<file path="config.mk">
export PLATFORM = sky130hd
export DESIGN_NAME = indexed_insert_remove_array
export DESIGN_NICKNAME = d
export VERILOG_FILES = /design/src/rtl/core/iira_pkg.sv /design/src/rtl/core/iira_cell.sv /design/src/rtl/core/indexed_insert_remove_array.sv
export SDC_FILE = /design/constraint.sdc
export NUM_CORES = 2
export LEC_CHECK = 0
export BUFFER_PORTS_ARGS = -buffer_cell sky130_fd_sc_hd__buf_2
export CAP_MARGIN = 25
export CORE_MARGIN = 2
export CORE_UTILIZATION = 55
export DETAILED_ROUTE_END_ITERATION = 12
export PLACE_DENSITY = 0.77
export SETUP_SLACK_MARGIN = 0.5
export SLEW_MARGIN = 25
export SYNTH_ARGS = -nofsm -noshare
export SYNTH_HDL_FRONTEND = slang
export SYNTH_SLANG_ARGS = --single-unit
</file>
<file path="constraint.sdc">
create_clock -name clk_i -period 7 [get_ports clk_i]
set_input_delay 1.4 -clock clk_i [delete_from_list [all_inputs] [get_ports clk_i]]
set_output_delay 1.4 -clock clk_i [all_outputs]
set_load 0.02 [all_outputs]
</file>
<file path="src/rtl/core/iira_pkg.sv">
`timescale 1ns / 1ps
// ----------------------------------------------------------------------------
// iira_pkg
// Shared constants and types for the indexed insert/remove array.
// ----------------------------------------------------------------------------
package iira_pkg;

  localparam int DEPTH     = 16;
  localparam int WORD_BITS = 32;
  localparam int POS_BITS  = 4;
  localparam int CNT_BITS  = $clog2(DEPTH + 1);

  typedef enum logic [1:0] {
    REQ_READ      = 2'd0,
    REQ_OVERWRITE = 2'd1,
    REQ_INSERT    = 2'd2,
    REQ_REMOVE    = 2'd3
  } req_type_e;

  typedef enum logic [1:0] {
    ST_OK      = 2'd0,
    ST_FULL    = 2'd1,
    ST_BAD_POS = 2'd2
  } status_e;

  // what every cell does at a clock edge
  typedef enum logic [1:0] {
    CELL_HOLD,
    CELL_WRITE,
    CELL_SHIFT_UP,
    CELL_SHIFT_DOWN
  } cell_op_e;

  typedef struct packed {
    cell_op_e             op;
    logic [POS_BITS-1:0]  pos;
    logic [WORD_BITS-1:0] value;
  } cell_cmd_t;

endpackage

</file>
<file path="src/rtl/core/iira_cell.sv">
`timescale 1ns / 1ps
// ----------------------------------------------------------------------------
// iira_cell
// One storage cell of the array; takes a word from a neighbor on a shift.
// ----------------------------------------------------------------------------
module iira_cell
  import iira_pkg::*;
(
  input  logic                 clk_i,
  input  logic [POS_BITS-1:0]  idx_i,
  input  cell_cmd_t            cmd_i,
  input  logic [WORD_BITS-1:0] left_i,
  input  logic [WORD_BITS-1:0] right_i,
  output logic [WORD_BITS-1:0] word_o
);

  logic [WORD_BITS-1:0] word_q, word_d;

  always_comb begin
    word_d = word_q;
    case (cmd_i.op)
      CELL_WRITE: begin
        if (idx_i == cmd_i.pos) word_d = cmd_i.value;
      end
      CELL_SHIFT_UP: begin
        if (idx_i > cmd_i.pos) word_d = left_i;
        else if (idx_i == cmd_i.pos) word_d = cmd_i.value;
      end
      CELL_SHIFT_DOWN: begin
        if (idx_i >= cmd_i.pos) word_d = right_i;
      end
      default: word_d = word_q;
    endcase
  end

  // payload only, no reset
  always_ff @(posedge clk_i) begin
    word_q <= word_d;
  end

  assign word_o = word_q;

endmodule

</file>
<file path="src/rtl/core/indexed_insert_remove_array.sv">
`timescale 1ns / 1ps
// ----------------------------------------------------------------------------
// indexed_insert_remove_array
// Ordered word list with read, overwrite, insert and remove by position.
// ----------------------------------------------------------------------------
// result: an accepted item's result is registered in the output register
// throughput: one item per cycle unless output stalls; cells shift together
// reset: count and output valid cleared; cell contents undefined until written
module indexed_insert_remove_array
  import iira_pkg::*;
(
  input  logic        clk_i,
  input  logic        rst_ni,
  input  logic        s_axis_tvalid,
  output logic        s_axis_tready,
  input  logic [39:0] s_axis_tdata,   // position[3:0], value[35:4], zero pad
  input  logic [1:0]  s_axis_tuser,   // req_type[1:0]
  output logic        m_axis_tvalid,
  input  logic        m_axis_tready,
  output logic [39:0] m_axis_tdata,   // read_data[31:0], count[36:32], zero pad
  output logic [1:0]  m_axis_tuser    // status[1:0]
);

  logic [CNT_BITS-1:0]  count_q, count_d;
  logic                 out_valid_q;
  logic [WORD_BITS-1:0] out_data_q, out_data_d;
  status_e              out_status_q, out_status_d;
  logic [CNT_BITS-1:0]  out_count_q;

  logic [WORD_BITS-1:0] words [DEPTH];
  cell_cmd_t            cmd;

  req_type_e            req;
  logic [POS_BITS-1:0]  pos;
  logic [WORD_BITS-1:0] value;
  logic                 accept;
  logic                 pos_in_range;
  logic                 pos_le_count;

  assign req   = req_type_e'(s_axis_tuser);
  assign pos   = s_axis_tdata[POS_BITS-1:0];
  assign value = s_axis_tdata[POS_BITS+WORD_BITS-1:POS_BITS];

  assign s_axis_tready = !out_valid_q || m_axis_tready;
  assign accept        = s_axis_tvalid && s_axis_tready;

  assign pos_in_range = CNT_BITS'(pos) < count_q;
  assign pos_le_count = CNT_BITS'(pos) <= count_q;

  always_comb begin
    cmd.op       = CELL_HOLD;
    cmd.pos      = pos;
    cmd.value    = value;
    count_d      = count_q;
    out_data_d   = '0;
    out_status_d = ST_OK;
    case (req)
      REQ_READ: begin
        if (pos_in_range) out_data_d = words[pos];
        else out_status_d = ST_BAD_POS;
      end
      REQ_OVERWRITE: begin
        if (pos_in_range) cmd.op = CELL_WRITE;
        else out_status_d = ST_BAD_POS;
      end
      REQ_INSERT: begin
        // full is checked before the position
        if (count_q == CNT_BITS'(DEPTH)) begin
          out_status_d = ST_FULL;
        end else if (!pos_le_count) begin
          out_status_d = ST_BAD_POS;
        end else begin
          cmd.op  = CELL_SHIFT_UP;
          count_d = count_q + 1'b1;
        end
      end
      REQ_REMOVE: begin
        if (pos_in_range) begin
          cmd.op  = CELL_SHIFT_DOWN;
          count_d = count_q - 1'b1;
        end else begin
          out_status_d = ST_BAD_POS;
        end
      end
      default: out_status_d = ST_BAD_POS;
    endcase
    if (!accept) begin
      cmd.op  = CELL_HOLD;
      count_d = count_q;
    end
  end

  for (genvar g = 0; g < DEPTH; g++) begin : g_cell
    logic [WORD_BITS-1:0] left_w, right_w;
    if (g == 0) begin : g_first
      assign left_w = '0;
    end else begin : g_mid_l
      assign left_w = words[g-1];
    end
    if (g == DEPTH - 1) begin : g_last
      assign right_w = '0;
    end else begin : g_mid_r
      assign right_w = words[g+1];
    end
    iira_cell u_cell (
      .clk_i   (clk_i),
      .idx_i   (POS_BITS'(g)),
      .cmd_i   (cmd),
      .left_i  (left_w),
      .right_i (right_w),
      .word_o  (words[g])
    );
  end

  always_ff @(posedge clk_i or negedge rst_ni) begin
    if (!rst_ni) begin
      count_q     <= '0;
      out_valid_q <= 1'b0;
    end else begin
      count_q <= count_d;
      if (accept) out_valid_q <= 1'b1;
      else if (m_axis_tready) out_valid_q <= 1'b0;
    end
  end

  always_ff @(posedge clk_i) begin
    if (accept) begin
      out_data_q   <= out_data_d;
      out_status_q <= out_status_d;
      out_count_q  <= count_d;
    end
  end

  assign m_axis_tvalid = out_valid_q;
  assign m_axis_tdata  = {3'b000, out_count_q, out_data_q};
  assign m_axis_tuser  = out_status_q;

endmodule
</file>
==> out/results.txt <==
Final ANT Viol Nets = 0
Final nets = 3,604
post-synth top area share = 39.7%
post-synth top area cell = edfxtp_1
Syn Inst Count = 3,754
PnR Total Power = 10,800 uW
Synth Area in Compound Gates = 15.6%
DRT Pass-1 Iters = 8
CP arrival = 5.32 ns
CP required = 7.37 ns
Setup CP Type = in2reg
via density per instance = 7.84
pre-CTS setup slack = 1.66 ns
Ports = 90
CP cell instances = buf_4, ha_1, a21oi_1, nor2_1, nor4_4, buf_4, or2_4, buf_12, o221ai_1
leak pwr = 0.0156 uW
GRT overflow = 0
final core occ = 59.7%
CTS buffer count = 61
buffer levels on the longest clock path = 3
largest net degree at the start of global routing = 207
FFs w/ async S/R, synth = 1.08%
Filler cells = 5,972
run status = completed
I/O Buffers = 82
routability cong. = 0.899
Worst Setup End Kind = flip-flop
setup TNS = 0 ns
final WL = 144 mm
first-pass GRT wire length = 216 mm
number of global-route vias before repair = 34,200
largest family of logic cells by synthesized area = multiplexers
share of layout cells above drive strength 1 = 22.2%
core outline area = 0.0747 mm^2
ys flop type = edfxtp_1
DRC Markers = 0
syn avg cell area = 11.1 um^2
Least-Margin Pin Slew = 1.16 ns
Multi-input gate area = 0.0233 mm^2
Post-Synth Adder-Cell Area = 0.210%
Die Y = 279 um
RSZ-0062 raised after global routing = no
1st-iter DRT viols = 5,624
Slew HR = 22.3%
postcts setup bufs = 0
cts repair resizes = 0
Design Area, Final = 0.0446 mm^2
mux cell area share after synthesis = 29.1%
hold buffer count at cts = 0
max-slew violations = 0
Root Driver = clkbuf_16
number of vias in the routed layout = 35,800
simple-gate portion of the synthesized area = 9.95%
wire length per cell = 31.5 um
Worst path max stage delay = 0.87 ns
Seq/Total Area, Yosys = 40.1%
clk slew on worst S/H paths = 0.07 ns
worst path buffer plus inverter count = 3
worst setup margin = 2.05 ns
Ys Warns = 0
CTS tree = yes
Syn-to-layout area delta = 7.07%
distinct cell type count after synthesis = 66
Post-Route Skew = 0.0354 ns
min cycle time layout = 4.95 ns
register area = 0.0167 mm^2
Post-Synth XOR/XNOR Area = 0.0210%
Pwr Density = 242 mW/mm^2
htree depth = 2
initial antenna violation count = 5
CP startpoint kind = input pin
EDFF count, synth = 551
initial core utilization = 55.8%
worst vdd ir = 0.227 mV
Seq cells post-synth = 557
Cell Rows = 100
Setup violations, final = 0
Synth area leaders = edfxtp_1 (40%), mux2i_1 (14%), mux2_2 (9.8%), a221o_1 (8.9%), mux4_2 (5.2%)
GRT Total Usage = 35.8%
Final period util = 70.7%
hpwl dp = 81.1 mm
CP delay by family, top = simple AND/OR/NAND/NOR gates
FF-to-FF setup slack = 2.84 ns
maxcap violations = 0
chip width = 279 um
clock sink total = 557
die area = 0.0780 mm^2
Max Freq = 202 MHz
CP max-delay cell = nor4_4
Placement Cell Area = 0.0428 mm^2
Final Hold Vio Count = 0
clock latency on the worst-skew pair = 0.68 ns
critical path peak fanout = 44
Min-Delay Path Class = in2async
most used cell, CP = buf_4
Mapped Area = 0.0417 mm^2
cells by family (layout without fill, tap and decap cells):
group	Yosys count	count (layout)
xor+xnor	1	1
mux	1045	1045
compound gates	787	787
flops	557	557
buf+inv	480	320
simple gates	876	876
other cells	1	4
fa+ha+maj	7	7
synth_stat cells, types with 3 or more instances:
library cell and instances:
edfxtp_1 551, o221ai_1 32, a211oi_1 14, a22oi_1 31
buf_1 27, o21ai_1 6, and3_1 34, nand2_1 191
a311oi_1 15, ha_1 7, a21oi_1 97, nand4b_1 3
nor4_1 31, o211ai_1 59, a31oi_1 5, o32ai_1 11
clkbuf_1 250, nor3_1 332, nor2_2 4, a221o_1 372
o2bb2ai_1 3, o22ai_1 6, mux2i_1 566, a32oi_1 4
inv_1 9, buf_2 169, nor4bb_1 4, mux4_2 96
mux2_2 363, o21ai_0 89, nor2_1 185, a221oi_1 30
nand3_1 66, buf_4 25, mux2_1 20, dfrtp_1 6
nor2b_1 6
flip-flops by register name, summed over array words and instances (netlist names):
register              count
g_cell.u_cell.word_o    512
out_data_q               32
count_q                   5
out_count_q               5
m_axis_tuser              2
m_axis_tvalid             1
layout make-up:
cell class / count / area share [%]
Multi-Input combinational cell: 2719 / 52.2
Timing Repair Buffer: 203 / 3.44
Sequential cell: 557 / 37.4
Antenna cell: 1 / 0.00561
Inverter: 9 / 0.0757
Clock buffer: 85 / 3.67
Clock inverter: 23 / 0.418
Tap cell: 969 / 2.72
layer usage:
layer	vias to the layer above	global-route usage, %	share of wire [%]
met5	-	0.375	0.017
met4	4	20.2	6.5
met1	17400	47.9	36
met3	639	9.67	15
li1	14700	-	-
met2	3025	52.6	43
placed cells by master (no fill, tap or decap), types with 6 or more instances in the layout:
cell type / n
mux2i_1: 566
edfxtp_1: 551
a221o_1: 372
mux2_2: 363
nor3_1: 325
nand2_1: 187
nor2_1: 178
buf_4: 106
a21oi_1: 96
mux4_2: 96
o21ai_0: 89
buf_2: 79
nand3_1: 64
clkbuf_16: 62
o211ai_1: 59
and3_1: 34
o221ai_1: 32
nor4_1: 31
a22oi_1: 31
a221oi_1: 30
clkbuf_1: 23
mux2_1: 20
a311oi_1: 14
buf_12: 14
o32ai_1: 11
nor2_4: 10
a211oi_4: 9
clkinv_2: 9
clkinv_1: 9
nor3_2: 7
ha_1: 7
inv_1: 6
nor2b_1: 6
o22ai_1: 6
dfrtp_1: 6
final timing paths:
path	from	end	cells past startpoint
max	s_axis_tdata[3]	g_cell[6].u_cell.word_o[8]	9
min	rst_ni	count_q[0]	1
max reg2reg	count_q[3]	g_cell[6].u_cell.word_o[8]	9
min reg2reg	g_cell[15].u_cell.word_o[17]	g_cell[15].u_cell.word_o[17]	1
max in group asynchronous	rst_ni	count_q[2]	1
min in group clk_i	g_cell[15].u_cell.word_o[17]	g_cell[15].u_cell.word_o[17]	1
metrics by stage:
stage / hold WS (ns) / cells
2_1_floorplan: 0.550 / 3756
3_3_place_gp: 0.594 / 4454
3_5_place_dp: 0.598 / 4456
4_1_cts: 0.563 / 4564
5_1_grt: 0.577 / 4565
6_report: 0.570 / 4566
power breakdown:
part | switching [uW] | leakage [uW] | internal [uW] | total (uW)
combinational | 1850 | 0.00951 | 1190 | 3050
clock | 1450 | 0.000889 | 1700 | 3150
sequential | 374 | 0.00522 | 4240 | 4620
total | 3680 | 0.0156 | 7130 | 10800
Note: power is estimated with default switching activity, not from simulation.
